[config.mk]
export PLATFORM = sky130hd
export DESIGN_NAME = color_box_threshold_centroid
export DESIGN_NICKNAME = d
export VERILOG_FILES = /design/src/cbtc_pkg.sv /design/src/color_box_threshold_centroid.sv
export SDC_FILE = /design/constraint.sdc
export NUM_CORES = 1
export LEC_CHECK = 0
export ABC_AREA = 1
export BUFFER_PORTS_ARGS = -buffer_cell sky130_fd_sc_hd__buf_4
export CORE_ASPECT_RATIO = 1.25
export CORE_UTILIZATION = 63
export DETAILED_ROUTE_END_ITERATION = 8
export GPL_TIMING_DRIVEN = 0
export PLACE_DENSITY = 0.9
export SYNTH_ARGS = -nofsm -noshare
export SYNTH_HDL_FRONTEND = slang
export SYNTH_SLANG_ARGS = --single-unit
[constraint.sdc]
create_clock -name i_clk -period 7.6 [get_ports i_clk]
set_input_delay 0.38 -clock i_clk [delete_from_list [all_inputs] [get_ports i_clk]]
set_output_delay 0.38 -clock i_clk [all_outputs]
set_load 0.005 [all_outputs]
[src/cbtc_pkg.sv]
// ----------------------------------------------------------------------------
// cbtc_pkg: shared definitions for the color box threshold centroid block
// Register indexes, reset values, field widths and the sequencer state type.
// ----------------------------------------------------------------------------
package cbtc_pkg;

    // Default geometry limits.
    localparam int MAX_COLUMNS_DEF = 1024;
    localparam int MAX_ROWS_DEF    = 1024;

    // Fixed field widths.
    localparam int CHAN_W   = 8;
    localparam int IMG_W_W  = 11;
    localparam int CFG_D_W  = 11;
    localparam int CFG_I_W  = 3;
    localparam int CNT_W    = 21;
    localparam int SUM_W    = 30;
    localparam int CENT_W   = 10;
    localparam int INDEX_W  = 20;

    // Configuration register indexes.
    localparam logic [CFG_I_W-1:0] REG_RED_LOW     = 3'd0;
    localparam logic [CFG_I_W-1:0] REG_RED_HIGH    = 3'd1;
    localparam logic [CFG_I_W-1:0] REG_GREEN_LOW   = 3'd2;
    localparam logic [CFG_I_W-1:0] REG_GREEN_HIGH  = 3'd3;
    localparam logic [CFG_I_W-1:0] REG_BLUE_LOW    = 3'd4;
    localparam logic [CFG_I_W-1:0] REG_BLUE_HIGH   = 3'd5;
    localparam logic [CFG_I_W-1:0] REG_IMAGE_WIDTH = 3'd6;

    // Register reset values.
    localparam logic [CHAN_W-1:0]  RST_RED_LOW     = 8'd200;
    localparam logic [CHAN_W-1:0]  RST_RED_HIGH    = 8'd255;
    localparam logic [CHAN_W-1:0]  RST_GREEN_LOW   = 8'd0;
    localparam logic [CHAN_W-1:0]  RST_GREEN_HIGH  = 8'd90;
    localparam logic [CHAN_W-1:0]  RST_BLUE_LOW    = 8'd0;
    localparam logic [CHAN_W-1:0]  RST_BLUE_HIGH   = 8'd200;
    localparam logic [IMG_W_W-1:0] RST_IMAGE_WIDTH = 11'd640;

    typedef enum logic [2:0] {
        S_IDLE,
        S_DIV_COL,
        S_DIV_ROW,
        S_MUL,
        S_OUT
    } t_state;

endpackage

[src/color_box_threshold_centroid.sv]
// ----------------------------------------------------------------------------
// color_box_threshold_centroid: RGB box threshold with blob centroid
// Flags pixels inside a per-channel byte box and reports the match count and
// mean position of the flagged pixels at the end of each frame.
// ----------------------------------------------------------------------------
// Pixels that do not close a frame pass at one word per clock while the output
// is not held back: each gets its match flag in the cycle after it is taken,
// and a new pixel is taken while the previous result leaves the output register.
// The input is not ready while the end-of-frame pixel is processed: one
// shared restoring divider produces one quotient bit per cycle, first for the
// column sum and then for the row sum, and a final step forms the row-major
// index with a single small multiply. Accumulators clear when that pixel is
// taken, so the next frame may start as soon as the report is accepted.
module color_box_threshold_centroid
    import cbtc_pkg::*;
#(
    parameter int MAX_COLUMNS = MAX_COLUMNS_DEF,
    parameter int MAX_ROWS    = MAX_ROWS_DEF
) (
    input  logic                i_clk,
    input  logic                i_rst_n,
    // configuration
    input  logic                i_cfg_we,
    input  logic [CFG_I_W-1:0]  i_cfg_index,
    input  logic [CFG_D_W-1:0]  i_cfg_data,
    // pixel input
    input  logic                i_in_valid,
    output logic                o_in_ready,
    input  logic [CHAN_W-1:0]   i_red,
    input  logic [CHAN_W-1:0]   i_green,
    input  logic [CHAN_W-1:0]   i_blue,
    input  logic                i_end_of_frame,
    // result output
    output logic                o_out_valid,
    input  logic                i_out_ready,
    output logic                o_pixel_match,
    output logic                o_frame_done,
    output logic                o_object_found,
    output logic [CNT_W-1:0]    o_match_count,
    output logic [CENT_W-1:0]   o_centroid_column,
    output logic [CENT_W-1:0]   o_centroid_row,
    output logic [INDEX_W-1:0]  o_centroid_index
);

    localparam int COL_W  = $clog2(MAX_COLUMNS);
    localparam int ROW_W  = $clog2(MAX_ROWS);
    localparam int EW_W   = $clog2(MAX_COLUMNS + 1);
    localparam int CMP_W  = (EW_W > IMG_W_W) ? EW_W : IMG_W_W;
    localparam int STEP_W = $clog2(SUM_W);
    localparam int IDX_W  = ROW_W + EW_W + 1;

    localparam logic [CMP_W-1:0]  MAX_COL_CMP = CMP_W'(MAX_COLUMNS);
    localparam logic [SUM_W-1:0]  ROW_LAST    = SUM_W'(MAX_ROWS - 1);
    localparam logic [ROW_W-1:0]  ROW_TOP     = ROW_W'(MAX_ROWS - 1);
    localparam logic [STEP_W-1:0] STEP_LAST   = STEP_W'(SUM_W - 1);
    localparam logic [CNT_W-1:0]  CNT_MAX     = {CNT_W{1'b1}};
    localparam logic [SUM_W-1:0]  SUM_MAX     = {SUM_W{1'b1}};

    // configuration registers
    logic [CHAN_W-1:0]  r_red_low, r_red_high, r_green_low, r_green_high;
    logic [CHAN_W-1:0]  r_blue_low, r_blue_high;
    logic [IMG_W_W-1:0] r_image_width;

    // frame accumulators
    logic [COL_W-1:0] r_col_pos, n_col_pos;
    logic [ROW_W-1:0] r_row_pos, n_row_pos;
    logic [CNT_W-1:0] r_hit_count, n_hit_count;
    logic [SUM_W-1:0] r_col_sum, n_col_sum;
    logic [SUM_W-1:0] r_row_sum, n_row_sum;

    // end-of-frame sequencer and divider
    t_state            r_state, n_state;
    logic [STEP_W-1:0] r_step, n_step;
    logic [CNT_W-1:0]  r_div_cnt, n_div_cnt;
    logic [CNT_W-1:0]  r_rem, n_rem;
    logic [SUM_W-1:0]  r_quo, n_quo;
    logic [SUM_W-1:0]  r_row_total, n_row_total;
    logic [EW_W-1:0]   r_frame_w, n_frame_w;
    logic              r_eof_match, n_eof_match;
    logic [COL_W-1:0]  r_cc, n_cc;
    logic [ROW_W-1:0]  r_cr, n_cr;
    logic [INDEX_W-1:0] r_idx, n_idx;

    // output register
    logic               r_out_valid, n_out_valid;
    logic               r_o_match, n_o_match;
    logic               r_o_done, n_o_done;
    logic               r_o_found, n_o_found;
    logic [CNT_W-1:0]   r_o_count, n_o_count;
    logic [CENT_W-1:0]  r_o_col, n_o_col;
    logic [CENT_W-1:0]  r_o_row, n_o_row;
    logic [INDEX_W-1:0] r_o_idx, n_o_idx;

    // combinational helpers
    logic [CMP_W-1:0]   img_cmp;
    logic [EW_W-1:0]    eff_w;
    logic               match;
    logic               in_take;
    logic               out_free;
    logic [CNT_W:0]     cnt_inc;
    logic [SUM_W:0]     col_add, row_add;
    logic [CNT_W:0]     trial;
    logic               q_bit;
    logic [SUM_W-1:0]   quo_next;
    logic [SUM_W-1:0]   w_last;
    logic [IDX_W-1:0]   idx_full;

    // Width 0 behaves as 1, anything above the limit as the limit.
    assign img_cmp = CMP_W'(r_image_width);
    assign eff_w   = (img_cmp == '0) ? EW_W'(1) :
                     (img_cmp > MAX_COL_CMP) ? EW_W'(MAX_COLUMNS) : EW_W'(img_cmp);

    assign match = (i_red   >= r_red_low)   && (i_red   <= r_red_high)   &&
                   (i_green >= r_green_low) && (i_green <= r_green_high) &&
                   (i_blue  >= r_blue_low)  && (i_blue  <= r_blue_high);

    assign out_free   = !r_out_valid || i_out_ready;
    assign o_in_ready = (r_state == S_IDLE) && out_free;
    assign in_take    = i_in_valid && o_in_ready;

    // Saturating accumulator updates for a matching pixel.
    assign cnt_inc = {1'b0, r_hit_count} + (CNT_W + 1)'(1);
    assign col_add = {1'b0, r_col_sum} + (SUM_W + 1)'(r_col_pos);
    assign row_add = {1'b0, r_row_sum} + (SUM_W + 1)'(r_row_pos);

    // One restoring division step: one quotient bit per cycle.
    assign trial    = {r_rem, r_quo[SUM_W-1]};
    assign q_bit    = (trial >= {1'b0, r_div_cnt});
    assign quo_next = {r_quo[SUM_W-2:0], q_bit};
    assign w_last   = SUM_W'(r_frame_w) - SUM_W'(1);

    assign idx_full = IDX_W'(r_cr) * IDX_W'(r_frame_w) + IDX_W'(r_cc);

    always_comb begin
        n_state     = r_state;
        n_col_pos   = r_col_pos;
        n_row_pos   = r_row_pos;
        n_hit_count = r_hit_count;
        n_col_sum   = r_col_sum;
        n_row_sum   = r_row_sum;
        n_step      = r_step;
        n_div_cnt   = r_div_cnt;
        n_rem       = r_rem;
        n_quo       = r_quo;
        n_row_total = r_row_total;
        n_frame_w   = r_frame_w;
        n_eof_match = r_eof_match;
        n_cc        = r_cc;
        n_cr        = r_cr;
        n_idx       = r_idx;
        n_out_valid = r_out_valid && !i_out_ready;
        n_o_match   = r_o_match;
        n_o_done    = r_o_done;
        n_o_found   = r_o_found;
        n_o_count   = r_o_count;
        n_o_col     = r_o_col;
        n_o_row     = r_o_row;
        n_o_idx     = r_o_idx;

        case (r_state)
            S_IDLE: begin
                if (in_take) begin
                    if (match) begin
                        n_hit_count = cnt_inc[CNT_W] ? CNT_MAX : cnt_inc[CNT_W-1:0];
                        n_col_sum   = col_add[SUM_W] ? SUM_MAX : col_add[SUM_W-1:0];
                        n_row_sum   = row_add[SUM_W] ? SUM_MAX : row_add[SUM_W-1:0];
                    end
                    if (i_end_of_frame) begin
                        // Freeze the frame totals for the divider and clear.
                        n_div_cnt   = n_hit_count;
                        n_quo       = n_col_sum;
                        n_row_total = n_row_sum;
                        n_rem       = '0;
                        n_step      = '0;
                        n_frame_w   = eff_w;
                        n_eof_match = match;
                        n_col_pos   = '0;
                        n_row_pos   = '0;
                        n_hit_count = '0;
                        n_col_sum   = '0;
                        n_row_sum   = '0;
                        n_state     = S_DIV_COL;
                    end else begin
                        if ((EW_W + 1)'(r_col_pos) + (EW_W + 1)'(1) >= (EW_W + 1)'(eff_w)) begin
                            n_col_pos = '0;
                            if (r_row_pos != ROW_TOP) begin
                                n_row_pos = r_row_pos + ROW_W'(1);
                            end
                        end else begin
                            n_col_pos = r_col_pos + COL_W'(1);
                        end
                        n_out_valid = 1'b1;
                        n_o_match   = match;
                        n_o_done    = 1'b0;
                        n_o_found   = 1'b0;
                        n_o_count   = '0;
                        n_o_col     = '0;
                        n_o_row     = '0;
                        n_o_idx     = '0;
                    end
                end
            end
            S_DIV_COL: begin
                n_rem  = q_bit ? CNT_W'(trial - {1'b0, r_div_cnt}) : CNT_W'(trial);
                n_quo  = quo_next;
                n_step = r_step + STEP_W'(1);
                if (r_step == STEP_LAST) begin
                    n_cc    = COL_W'((quo_next > w_last) ? w_last : quo_next);
                    n_quo   = r_row_total;
                    n_rem   = '0;
                    n_step  = '0;
                    n_state = S_DIV_ROW;
                end
            end
            S_DIV_ROW: begin
                n_rem  = q_bit ? CNT_W'(trial - {1'b0, r_div_cnt}) : CNT_W'(trial);
                n_quo  = quo_next;
                n_step = r_step + STEP_W'(1);
                if (r_step == STEP_LAST) begin
                    n_cr    = ROW_W'((quo_next > ROW_LAST) ? ROW_LAST : quo_next);
                    n_step  = '0;
                    n_state = S_MUL;
                end
            end
            S_MUL: begin
                n_idx   = INDEX_W'(idx_full);
                n_state = S_OUT;
            end
            S_OUT: begin
                if (out_free) begin
                    // A frame with no match reports zeros in every statistic.
                    n_out_valid = 1'b1;
                    n_o_match   = r_eof_match;
                    n_o_done    = 1'b1;
                    n_o_found   = (r_div_cnt != '0);
                    n_o_count   = r_div_cnt;
                    n_o_col     = (r_div_cnt != '0) ? CENT_W'(r_cc) : '0;
                    n_o_row     = (r_div_cnt != '0) ? CENT_W'(r_cr) : '0;
                    n_o_idx     = (r_div_cnt != '0) ? r_idx : '0;
                    n_state     = S_IDLE;
                end
            end
            default: begin
                n_state = S_IDLE;
            end
        endcase
    end

    always_ff @(posedge i_clk) begin
        if (!i_rst_n) begin
            r_state     <= S_IDLE;
            r_out_valid <= 1'b0;
            r_col_pos   <= '0;
            r_row_pos   <= '0;
            r_hit_count <= '0;
            r_col_sum   <= '0;
            r_row_sum   <= '0;
            r_step      <= '0;
        end else begin
            r_state     <= n_state;
            r_out_valid <= n_out_valid;
            r_col_pos   <= n_col_pos;
            r_row_pos   <= n_row_pos;
            r_hit_count <= n_hit_count;
            r_col_sum   <= n_col_sum;
            r_row_sum   <= n_row_sum;
            r_step      <= n_step;
        end
    end

    always_ff @(posedge i_clk) begin
        r_div_cnt   <= n_div_cnt;
        r_rem       <= n_rem;
        r_quo       <= n_quo;
        r_row_total <= n_row_total;
        r_frame_w   <= n_frame_w;
        r_eof_match <= n_eof_match;
        r_cc        <= n_cc;
        r_cr        <= n_cr;
        r_idx       <= n_idx;
        r_o_match   <= n_o_match;
        r_o_done    <= n_o_done;
        r_o_found   <= n_o_found;
        r_o_count   <= n_o_count;
        r_o_col     <= n_o_col;
        r_o_row     <= n_o_row;
        r_o_idx     <= n_o_idx;
    end

    always_ff @(posedge i_clk) begin
        if (!i_rst_n) begin
            r_red_low     <= RST_RED_LOW;
            r_red_high    <= RST_RED_HIGH;
            r_green_low   <= RST_GREEN_LOW;
            r_green_high  <= RST_GREEN_HIGH;
            r_blue_low    <= RST_BLUE_LOW;
            r_blue_high   <= RST_BLUE_HIGH;
            r_image_width <= RST_IMAGE_WIDTH;
        end else if (i_cfg_we) begin
            case (i_cfg_index)
                REG_RED_LOW:     r_red_low     <= i_cfg_data[CHAN_W-1:0];
                REG_RED_HIGH:    r_red_high    <= i_cfg_data[CHAN_W-1:0];
                REG_GREEN_LOW:   r_green_low   <= i_cfg_data[CHAN_W-1:0];
                REG_GREEN_HIGH:  r_green_high  <= i_cfg_data[CHAN_W-1:0];
                REG_BLUE_LOW:    r_blue_low    <= i_cfg_data[CHAN_W-1:0];
                REG_BLUE_HIGH:   r_blue_high   <= i_cfg_data[CHAN_W-1:0];
                REG_IMAGE_WIDTH: r_image_width <= i_cfg_data[IMG_W_W-1:0];
                default: begin
                end
            endcase
        end
    end

    assign o_out_valid       = r_out_valid;
    assign o_pixel_match     = r_o_match;
    assign o_frame_done      = r_o_done;
    assign o_object_found    = r_o_found;
    assign o_match_count     = r_o_count;
    assign o_centroid_column = r_o_col;
    assign o_centroid_row    = r_o_row;
    assign o_centroid_index  = r_o_idx;

    // The end-of-frame word starts the divider and clears the match count and position.
    a_eof_starts_div: assert property (@(posedge i_clk) disable iff (!i_rst_n)
        (in_take && i_end_of_frame) |=>
            (r_state == S_DIV_COL) && (r_hit_count == '0) && (r_col_pos == '0)
            && (r_row_pos == '0))
        else $error("end-of-frame word did not start the divider");

    // No pixel is taken while the divider or report stages are busy.
    a_busy_not_ready: assert property (@(posedge i_clk) disable iff (!i_rst_n)
        (r_state != S_IDLE) |-> !o_in_ready)
        else $error("input ready while frame report is in progress");

    // A report without a match carries zeros in every statistic.
    a_empty_frame_zero: assert property (@(posedge i_clk) disable iff (!i_rst_n)
        (o_out_valid && !o_object_found) |->
            (o_match_count == '0) && (o_centroid_column == '0)
            && (o_centroid_row == '0) && (o_centroid_index == '0))
        else $error("empty frame reported nonzero statistics");

    // Statistics only appear on a frame-done word.
    a_stats_only_on_done: assert property (@(posedge i_clk) disable iff (!i_rst_n)
        (o_out_valid && !o_frame_done) |-> !o_object_found)
        else $error("object flag outside frame end");

endmodule
== Word level (Yosys, flattened, before mapping) ==
Cells that the tools add are included.
W data, S select, Z words.

* Bits in registers: 387
* Latch bits: 0
* RAM bits: 0
* Memory bits (read-only): 0
* Input port bits: 44
* Output and inout port bits: 66
* Logic and storage cells: 175
* Memories kept: 0

* Add/subtract/negate cells: 10
* Multiply operators: 1
* Div/mod/pow operators: 0
* Magnitude comparators: 11
* Eq/ne operators: 18
* Shift operators: 0
* Muxes and demuxes: 67
* Bitwise gates (word level): 0
* Reduce and logical (&&, ||, !) cells: 37

{| class="wikitable"
|+ Operators by type and width
! operator !! count
|-
| $mux W30 || 9
|-
| $mux W21 || 10
|-
| $mux W10 || 12
|-
| $pmux W30 S3 || 1
|-
| $mux W20 || 4
|-
| $pmux W21 S3 || 1
|-
| $add A30 B10 Y31 || 2
|-
| $pmux W21 S2 || 1
|-
| $pmux W10 S2 || 2
|-
| $pmux W20 S2 || 1
|-
| $gt A30 B10 Y1 const B || 1
|-
| $gt A30 B30 Y1 || 1
|-
| $ge A8 B8 Y1 || 3
|-
| $le A8 B8 Y1 || 3
|-
| $add A21 B1 Y22 const B || 1
|-
| $ge A22 B21 Y1 || 1
|-
| $mux W11 || 2
|-
| $reduce_bool A21 Y1 || 1
|-
| $sub A21 B21 Y21 || 1
|-
| $add A10 B1 Y10 const B || 2
|-
| $add A20 B10 Y20 || 1
|-
| $mul A10 B11 Y20 || 1
|-
| $reduce_and A2 Y1 || 10
|-
| $mux W3 || 5
|-
| 27 further kinds || 68
|}

== Depth between registers and ports, before layout ==
Gate-level depths: netlist of the first run.

* Depth after elaboration: 10
* Gate-level depth with buffers: 22
* Gate-level depth less buffers: 20

== Worst setup path before layout of the first run ==
OpenSTA, ideal clock, no wires.

* Path type: reg2reg
* From: register r_state[0]
* To: register r_o_col[0] (netlist: o_centroid_column[0]) (enable)
* Library setup time: 0.582 ns
* Data arrival time: 5.758 ns
* Required time: 7.018 ns
* Setup slack: 1.260 ns
* Cell stages (with the launch flop): 8
* Buffers on the path: 2
* Period minus slack after synthesis: 6.340 ns
* Path through: dfxtp_1 nor2_1 inv_2 nor3_4 nand2_2 buf_2 clkbuf_1 a211oi_1

* Longest elaborated chain between the ends: 5
* Elaborated cells between the ends (all ways): 9
* Those cells by class: eq/ne: 4; reduce/logical: 5

{| class="wikitable"
|+ RTL lines
! what !! RTL line !! text
|-
| start, declared || color_box_threshold_centroid.sv:72 || <nowiki>t_state r_state, n_state;</nowiki>
|-
| start signal, assigned || color_box_threshold_centroid.sv:260 || <nowiki>r_state <= n_state;</nowiki>
|-
| $logic_not A3 Y1 || color_box_threshold_centroid.sv:118 || <nowiki>assign o_in_ready = (r_state == S_IDLE) && out_free;</nowiki>
|-
| $logic_and A1 B1 Y1 || color_box_threshold_centroid.sv:118 ||
|-
| named net o_in_ready || color_box_threshold_centroid.sv:28 || <nowiki>output logic o_in_ready,</nowiki>
|-
| $logic_and A1 B1 Y1 || color_box_threshold_centroid.sv:119 || <nowiki>assign in_take = i_in_valid && o_in_ready;</nowiki>
|-
| $ne A2 B2 Y1 (no source line) || - ||
|-
| $reduce_and A4 Y1 (no source line) || - ||
|-
| end signal, assigned || color_box_threshold_centroid.sv:285 || <nowiki>r_o_col <= n_o_col;</nowiki>
|-
| end, declared || color_box_threshold_centroid.sv:90 || <nowiki>logic [CENT_W-1:0] r_o_col, n_o_col;</nowiki>
|}

The timed path passes the listed nets, and every way through them passes these cells.
A chain may end at the register's enable or synchronous reset.

== Worst setup path after layout of the first run ==
* From: register r_cr[9]
* To: register r_idx[17], data pin

* Longest elaborated chain between the ends: 2

{| class="wikitable"
|+ RTL lines
! what !! RTL line !! text
|-
| start, declared || color_box_threshold_centroid.sv:81 || <nowiki>logic [ROW_W-1:0] r_cr, n_cr;</nowiki>
|-
| start signal, assigned || color_box_threshold_centroid.sv:279 || <nowiki>r_cr <= n_cr;</nowiki>
|-
| $mul A10 B11 Y20 || color_box_threshold_centroid.sv:132 || <nowiki>assign idx_full = IDX_W'(r_cr) * IDX_W'(r_frame_w) + IDX_W'(r_cc);</nowiki>
|-
| $add A20 B10 Y20 || color_box_threshold_centroid.sv:132 ||
|-
| named net idx_full[17] || color_box_threshold_centroid.sv:106 || <nowiki>logic [IDX_W-1:0] idx_full;</nowiki>
|-
| end signal, assigned || color_box_threshold_centroid.sv:280 || <nowiki>r_idx <= n_idx;</nowiki>
|-
| end, declared || color_box_threshold_centroid.sv:82 || <nowiki>logic [INDEX_W-1:0] r_idx, n_idx;</nowiki>
|}

The timed path passes the listed nets, and every way through them passes these cells.

==> results.txt, run 1 <==
The number of CTS-inserted buffers is 40. The pin count of the biggest net entering global routing came out at 45. After detailed routing, the average wire length per cell comes to roughly 17 um. The number of top-level design ports is 110. By instance count, the cell type seen most on the critical path is fa_1. The post-layout worst setup margin came out at between 1500 and 2000 ps. The clock sink total came out at 387. The number of buffers inserted by port buffering is 109. The data arrival time at the worst-slack endpoint came out at 6170 ps.

The synthesis-stage register bit count came out at 387. The via density per instance is 5.735. The endpoint type of the worst setup path is a register. Traced cell by cell, the critical path runs through clkbuf_1 -> nand2_1 -> fa_1 -> fa_1 -> inv_1 -> fa_1 -> fa_1 -> inv_1 -> fa_1 -> inv_1 -> ha_1 -> nand2_1 -> nor2_1 -> inv_1 -> o21ai_0 -> a21oi_1 -> o21ai_0 -> xor2_1. After floorplanning, the core was divided into 84 placement rows. The net count of the mapped netlist is 3,912. The layout has ~3,200 filler cells. The clock period could shrink to 5882 ps. In the final timing run, aggregate negative setup slack is 0 ps. The slowest cell on the critical path is fa_1. The clock arrives with 22.20 ps of skew. The number of standard cells after synthesis came out at ~3,600. Summing every instance area after synthesis gives ~0.027 mm2. The number of failing setup endpoints in the final timing report is 0. The x dimension of the die came out at 187.4 um. The classification of the worst setup path is reg2reg. The kind of cell with the highest combined delay along the critical path is adder cells. Setup repair after global routing left no endpoint under its margin. The count of antenna diodes in the layout is 0. Before antenna repair, the detailed router went through 5 iterations. The die extent in y is about 230 um. The combined buffer and inverter count along the critical path is 5.

The upper clock frequency limit came out at 170.0 MHz. The run finished with clean final reports. Counting instances in the post-synthesis netlist gives the leading cell types as nand2_1, inv_1, nor2_1. After clock tree synthesis, the clock-pin slew on the worst setup and hold paths is roughly 60 ps. At the worst endpoint, the required time is 7890 ps. The buffers inserted during post-CTS setup optimization is 0. The area of combinational cells with multiple inputs came out at between 0.01 and 0.015 mm2. The net count of the finished layout is between 4,000 and 5,000.

The initial antenna violation count was 0. In this run the remaining antenna-violating nets after routing total 0. Counting flops with an async set or reset pin after synthesis yields a share of 0%. The worst pin sits at a relative slew slack of 24.28%. The number of DRC markers in iteration 0 came out at 2,222. The maximum net fanout on the critical path came out at 10. The via count came out at around 25,000. The congestion estimate from routability-driven global placement came to 1.008. The critical path launch point type is a register. The largest incremental delay on the critical path is 550 ps.

The worst-case clock buffer depth came out at 3. The leakage power total is 0.01429 uW. TritonCTS built the clock tree. The worst slack after detailed placement is 1783 ps. The placed wire-length estimate after detailed placement came out at 56,980 um. The area share of the largest cell type after synthesis is 24.18%. The die covers 0.04381 mm2. The cell type contributing the most total cell area after synthesis is edfxtp_1.

The total of max-cap violations is 0. The area of the core region came out at about 0.042 mm2. The first global-routing pass estimated 118,700 um of wire. The distinct cell type count after synthesis is 53. The most used flip-flop cell after synthesis is edfxtp_1. Buffers inserted to repair hold after CTS numbered 0.

The routed wire length came out at 75,000 um. The aggregate global-route resource usage came out at 34.10%. The warning count from the yosys run is 0. The pin slew with the least headroom to its limit came out at 1136 ps. After synthesis, the cell types taking the most area are edfxtp_1, nand2_1, dfxtp_1. The number of flops mapped to enable cells by yosys came out at 218. The root buffer cell chosen for the clock tree is clkbuf_16.

The post-detailed-route DRC marker count is 0. The synthesized area divided by synthesized cell count is 7.535 um2. The number of global-route vias before repair was 23,930. The area growth from synthesis to layout is 11.29%. The share of final-layout standard cells stronger than drive strength 1 is 7.113%. The sequential element share of the synthesized area is 36.67%. The initial standard-cell utilization of the core came out at 64.08%. The most frequent cell after synthesis is nand2_1.

The post-cts sizing count came out at 0. The number of max-slew violations in the final report is 0. The post-route worst hold slack came out at ~37 ps. The total count of hold-check failures in the final report was 0. The worst-skew pair later-pin latency is 560 ps. The maximum VDD drop came out at 0.0001937 V. The part of the cycle the worst path needs is between 70% and 80%. CTS built an H-tree with a depth of 2. The power density over the cells came out at about 250 mW/mm2.

The worst hold path belongs to the class in2reg. The sequential cells in the finished layout cover a total of around 0.01 mm2. Summed over all layers, the global routing overflow is 0.
## stage by stage
step,area (um2),power [uW],cells,utilization (%)
final,30130,7486,4341,71.32
after global routing,30130,7794,4341,71.32
after CTS,30130,7425,4341,71.32
after detailed placement,28720,5283,4267,67.97
after global placement,28590,5183,4261,67.67
after floorplan,27070,4429,3593,-
## tightest hold or removal path: cells and delay by family
family	cells	cell delay [ps]
simple gates	2	100
buf+inv	1	80
## cells by family after synthesis
logic type,synth area share (%)
buffers and inverters,10.27
AND/OR/NAND/NOR,26.52
flip-flops,36.67
XOR/XNOR,2.653
AO/OA/AOI/OAI,8.905
adder cells (fa/ha/maj),14.98
## area by class of cell
cell class	instances	share of cell area [%]
Buffer	114	1.702
Inverter	604	7.524
Multi-Input combinational cell	2488	47.73
Timing Repair Buffer	115	3.077
Tap cell	559	2.321
Clock buffer	49	3.642
Sequential cell	387	32.95
Clock inverter	25	1.051
## power breakdown
part / internal, uW / switching, uW / total [uW] / leakage, uW
clock: 1250 / 889 / 2140 / 0.000680
sequential: 2700 / 221 / 2920 / 0.00348
combinational: 785 / 1650 / 2430 / 0.0101
## metal layers
layer	vias to the layer above	track usage, %	routed length, um
li1	11880	-	-
met1	11580	40.04	28260
met2	1152	59.98	36580
met3	276	4.759	5823
met4	0	19.77	4341
met5	-	0	0
## worst paths after layout
check,from,end,slack [ps],cells past startpoint
min reg2reg,r_red_low[1],r_red_low[1],460,2
max reg2reg,r_cr[9],r_idx[17],1720,18
min,i_cfg_data[9],img_cmp[9],40,3
max,r_cr[9],r_idx[17],1720,18
## layout by cell type, fill, tap and decap left out, types with 5 or more instances in the layout
cell type  instances
o21bai_1           5
bufinv_16          6
nand3_2           12
edfxtp_1         218
o211ai_1          23
ha_1             193
inv_2              8
buf_4            118
a32oi_1           12
nor2_2             6
dfxtp_1          169
inv_1            594
nand3b_1           5
nand3_1          276
xor2_1            60
nor2_4             5
nor2_1           317
fa_1              82
clkbuf_16         42
a21oi_1          250
nor4_1            11
and2_1            14
nand2_2            5
nand2_1          940
or2_2              5
o21a_1             8
xnor2_1           22
nor3_1            40
o21ai_0          111
nand4_1           41
clkinv_1           6
clkbuf_1          75
buf_2             23
buf_1              9
## sequential cells by signal, summed over array words and instances (netlist names), 11 cells and up
name and flops:
r_div_cnt 21, r_col_sum 30, r_row_total 30, img_cmp 11, o_match_count 21, r_rem 21, o_centroid_index 20, r_row_sum 30
r_idx 20, r_quo 30, r_hit_count 21, r_frame_w 11
Note: power is estimated with default switching activity, not from simulation.
==> run 2: changes to the inputs <==
--- a/config.mk
+++ b/config.mk
@@ -5,7 +5,7 @@
 export SDC_FILE = /design/constraint.sdc
 export NUM_CORES = 1
 export LEC_CHECK = 0
-export ABC_AREA = 1
+export ABC_AREA = 0
 export BUFFER_PORTS_ARGS = -buffer_cell sky130_fd_sc_hd__buf_4
 export CORE_ASPECT_RATIO = 1.25
 export CORE_UTILIZATION = 63
==> constraint.sdc (replaced) <==
create_clock -name i_clk -period 6.16 [get_ports i_clk]
set_input_delay 0.308 -clock i_clk [delete_from_list [all_inputs] [get_ports i_clk]]
set_output_delay 0.308 -clock i_clk [all_outputs]
set_load 0.005 [all_outputs]
==> results.txt, run 2 <==
The met1 global-route usage came out at 38.79% (was 40.04%). The sequential element share of the synthesized area came out at 39.88% (was 36.67%). The endpoint type of the worst setup path is a register (unchanged). The total of max-cap violations is 0 (unchanged). The number of fill cells came out at 2,615 (was 3,228). The number of max-slew violations in the final report came to 0 (unchanged). The capturing point of the worst reg2reg path is r_idx[17] (unchanged).

The depth of the worst register-to-register path came to 17 (was 18). The capture point of the critical path is r_idx[17] (unchanged). The initial antenna violation count came out at 0 (unchanged).

The async set or reset register ratio after synthesis came out at 0% (unchanged). The number of global-route vias before repair is 21,560 (was 23,930). The weighted congestion reported at the end of routability-driven placement came out at 0.9594 (was 1.008).

The net count of the mapped netlist was 2,955 (was 3,912). The leakage power total is 0.01191 uW (was 0.01429 uW). The final-stage net count came out at 3,118 (was 4,069). Run status: complete, but fails checks (was complete, no violations). The number of CTS-inserted buffers is 41 (was 40). The x dimension of the die is 179.8 um (was 187.4 um). The via density per instance is 6.418 (was 5.735). The number of flops mapped to enable cells by yosys came out at 218 (unchanged).

The maximum VDD drop came out at 0.0002403 V (was 0.0001937 V). The post-synth design cell area came out at 0.02490 mm2 (was 0.02707 mm2). The register cell area after layout is 0.009930 mm2 (unchanged). The number of failing setup endpoints in the final timing report is 0 (unchanged). The setup TNS came out at 0 ps (unchanged). The critical path launch point type is a register (unchanged). The area of combinational cells with multiple inputs was 0.01363 mm2 (was 0.01438 mm2). The remaining max-slew budget at the tightest pin is 25.14% (was 24.28%).

The type of the tightest min-delay check is in2reg (unchanged). Commonest non-fill, non-tap cells in the layout: nand2_1, inv_1, edfxtp_1 (was nand2_1, inv_1, nor2_1). The area share of the largest cell type after synthesis is 26.29% (was 24.18%). The post-detailed-route DRC marker count came out at 10 (was 0).

The total count of hold-check failures in the final report was 0 (unchanged). The initial standard-cell utilization of the core is 63.82% (was 64.08%). The cell type contributing the most total cell area after synthesis is edfxtp_1 (unchanged). The synthesis-stage register bit count is 387 (unchanged). The aggregate global-route resource usage came to 33.72% (was 34.10%). The data arrival time at the worst-slack endpoint was 6260 ps (was 6170 ps). The total number of H-tree levels came out at 2 (unchanged). The final routed wire length divided by cell count was 20.61 um (was 17.28 um). The total power consumption of the routed design came out at 6144 uW (was 7486 uW). The startpoint of the most critical setup path was r_frame_w[4] (was r_cr[9]). The via count is 21,370 (was 24,890). The warning count from the yosys run came out at 0 (unchanged). The number of standard cells after synthesis is 2,636 (was 3,593).

The number of buffers inserted by port buffering was 108 (was 109). The share of final-layout standard cells stronger than drive strength 1 came to 9.534% (was 7.113%). The global routing usage on met3 came out at 5.505% (was 4.759%). The die footprint is 0.04033 mm2 (was 0.04381 mm2). The upper clock frequency limit came out at 167.8 MHz (was 170.0 MHz). The setup skew after layout is 37.64 ps (was 22.20 ps). The routed wire length is 68,630 um (was 75,000 um). The global-route congestion overflow total came to 0 (unchanged). The worst-case clock buffer depth came out at 3 (unchanged). The count of nets left with antenna violations after detail routing is 0 (unchanged). The busiest layer in global routing is met2 (unchanged). The most frequent cell after synthesis is nand2_1 (unchanged). The clock period minus final worst setup slack came out at 5958 ps (was 5882 ps).

The pin count of the biggest net entering global routing came out at 36 (was 45). The distinct cell type count after synthesis is 93 (was 53). The worst endpoint required time is 6460 ps (was 7890 ps).

The root buffer cell is clkbuf_16 (unchanged). The synthesized area divided by synthesized cell count is 9.447 um2 (was 7.535 um2). The power density over the cells came out at 219.5 mW/mm2 (was 248.4 mW/mm2). The classification of the worst setup path is reg2reg (unchanged).

The die extent in y is 224.3 um (was 233.8 um). The total number of placement rows came out at 81 (was 84). The post-route worst hold slack is 14.89 ps (was 37.30 ps). The flop-to-flop setup slack came out at 200 ps (was 1720 ps). The pin slew with the least headroom to its limit came to 1123 ps (was 1136 ps). The checks that failed: DRC. The number of iterations in the first detailed-routing pass is 8 (was 5). The clock sink total came to 387 (unchanged). The met2 track demand over resource came out at 59.07% (was 59.98%). Ranking of synthesized cells by area: edfxtp_1, dfxtp_1, ha_1 (was edfxtp_1, nand2_1, dfxtp_1). The placed wire-length estimate after detailed placement is 51,060 um (was 56,980 um). The area added between synthesis and finish is 12.38% (was 11.29%). The startpoint of the lowest-slack register-to-register path was r_frame_w[4] (was r_cr[9]).

The clock-pin slew of the registers on the worst-case setup and hold paths is 60 ps (about the same). The area of the core region is 0.03902 mm2 (was 0.04225 mm2). The number of top-level design ports came out at 110 (unchanged).

RSZ-0062 raised after global routing: no (unchanged). The TritonCTS clock tree is done (unchanged). The wire length of the first global-routing pass was 108,800 um (was 118,700 um). Top cells by instance count after synthesis: nand2_1, inv_1, edfxtp_1 (was nand2_1, inv_1, nor2_1).

The worst-skew pair later-pin latency came out at 580 ps (was 560 ps). The most common cell after layout, fill and taps aside is nand2_1 (unchanged). The count of antenna diodes in the layout came to 0 (unchanged). The most used flip-flop cell after synthesis is edfxtp_1 (unchanged). The start point of the worst min-delay path is i_cfg_data[10] (was i_cfg_data[9]).

The number of DRC markers in iteration 0 is 2,103 (was 2,222). The part of the cycle the worst path needs is 96.73% (was 77.40%). The maximum net fanout on the critical path is 14 (was 10).
==> run 2: changes by cell type after synthesis, moves of 29 or more <==
cell	delta
mux2i_1	+33
nand3_1	-214
a21o_1	+37
xnor2_1	+41
inv_1	-368
a21oi_1	-67
and2_1	+99
nand2_1	-621
nor2_1	-173
clkbuf_1	+29
and3_1	+52
==> run 2: timing repair <==
item | 4_1_cts | 5_1_grt
endpoints found under the hold margin | 2 | 0
setup buffers | 0 | 19
hold buffers | 2 | 0
gates resized for setup | 1 | 2
setup endpoints to repair | 1 | 4
==> run 2: logic make-up after synthesis <==
logic type               count (synthesis)  share of synthesized area [%]
flip-flops                             387                          39.88
XOR/XNOR                               103                          3.623
buffers and inverters                  355                          5.517
AND/OR/NAND/NOR                        904                          18.13
multiplexers                            38                          1.553
adder cells (fa/ha/maj)                275                          16.29
AO/OA/AOI/OAI                          574                          15.01
==> run 2: critical path: stages, from the launching register on <==
cell and delay [ps]:
edfxtp_1 700, nand2_1 150, fa_1 500, fa_1 500
inv_1 50, fa_1 510, fa_1 560, inv_1 70
fa_1 540, inv_1 60, ha_1 390, and4_1 240
a21oi_1 310, a311oi_1 220, a41o_1 310, nor4_1 300
nor2_1 130, xor2_1 150
==> run 2: cell type report <==
class                   instances  share of cell area, %
plain buffers                 108                  1.601
clock buffers                  57                  4.292
clock inverters                19                 0.6751
inverters                     230                  3.085
multi-input cells            1894                  48.71
flip-flops and latches        387                  35.48
well taps                     498                  2.227
repair buffers                137                  3.926
==> run 2: worst min-delay path by stage <==
| stage | to | slack [ps] | cells past startpoint |
|---|---|---|---|
| floorplan | img_cmp[7] | 430 | 2 |
| global placement | r_green_low[6] | 440 | 2 |
| detailed placement | r_green_high[7] | 450 | 2 |
| CTS | img_cmp[10] | 6 | 3 |
| global route | img_cmp[10] | 20 | 3 |
| finish | img_cmp[10] | 10 | 3 |
==> run 2: per-layer routing <==
layer  vias up  wire length (um)
met3       286              5882
met5         -                 0
met4         0              3978
li1       9661                 -
met2      1222             33620
met1     10200             25140
==> run 2: through the flow <==
stage	setup WS [ps]	util, %	area [um2]	std cells
finish	201.7	71.72	27980	3330
global route	3.231	71.72	27980	3330
CTS	34.47	71.50	27900	3327
detailed placement	-89.42	67.87	26480	3249
global placement	-1104	67.51	26340	3242
floorplan	638.2	-	24910	2636
==> run 2: report_power, final <==
| group | leakage (uW) | switching [uW] | internal, uW |
|---|---|---|---|
| Combinational | 0.00772 | 427 | 268 |
| Clock | 0.000686 | 1090 | 1470 |
| Sequential | 0.00349 | 69.1 | 2820 |
| Total | 0.0119 | 1590 | 4550 |
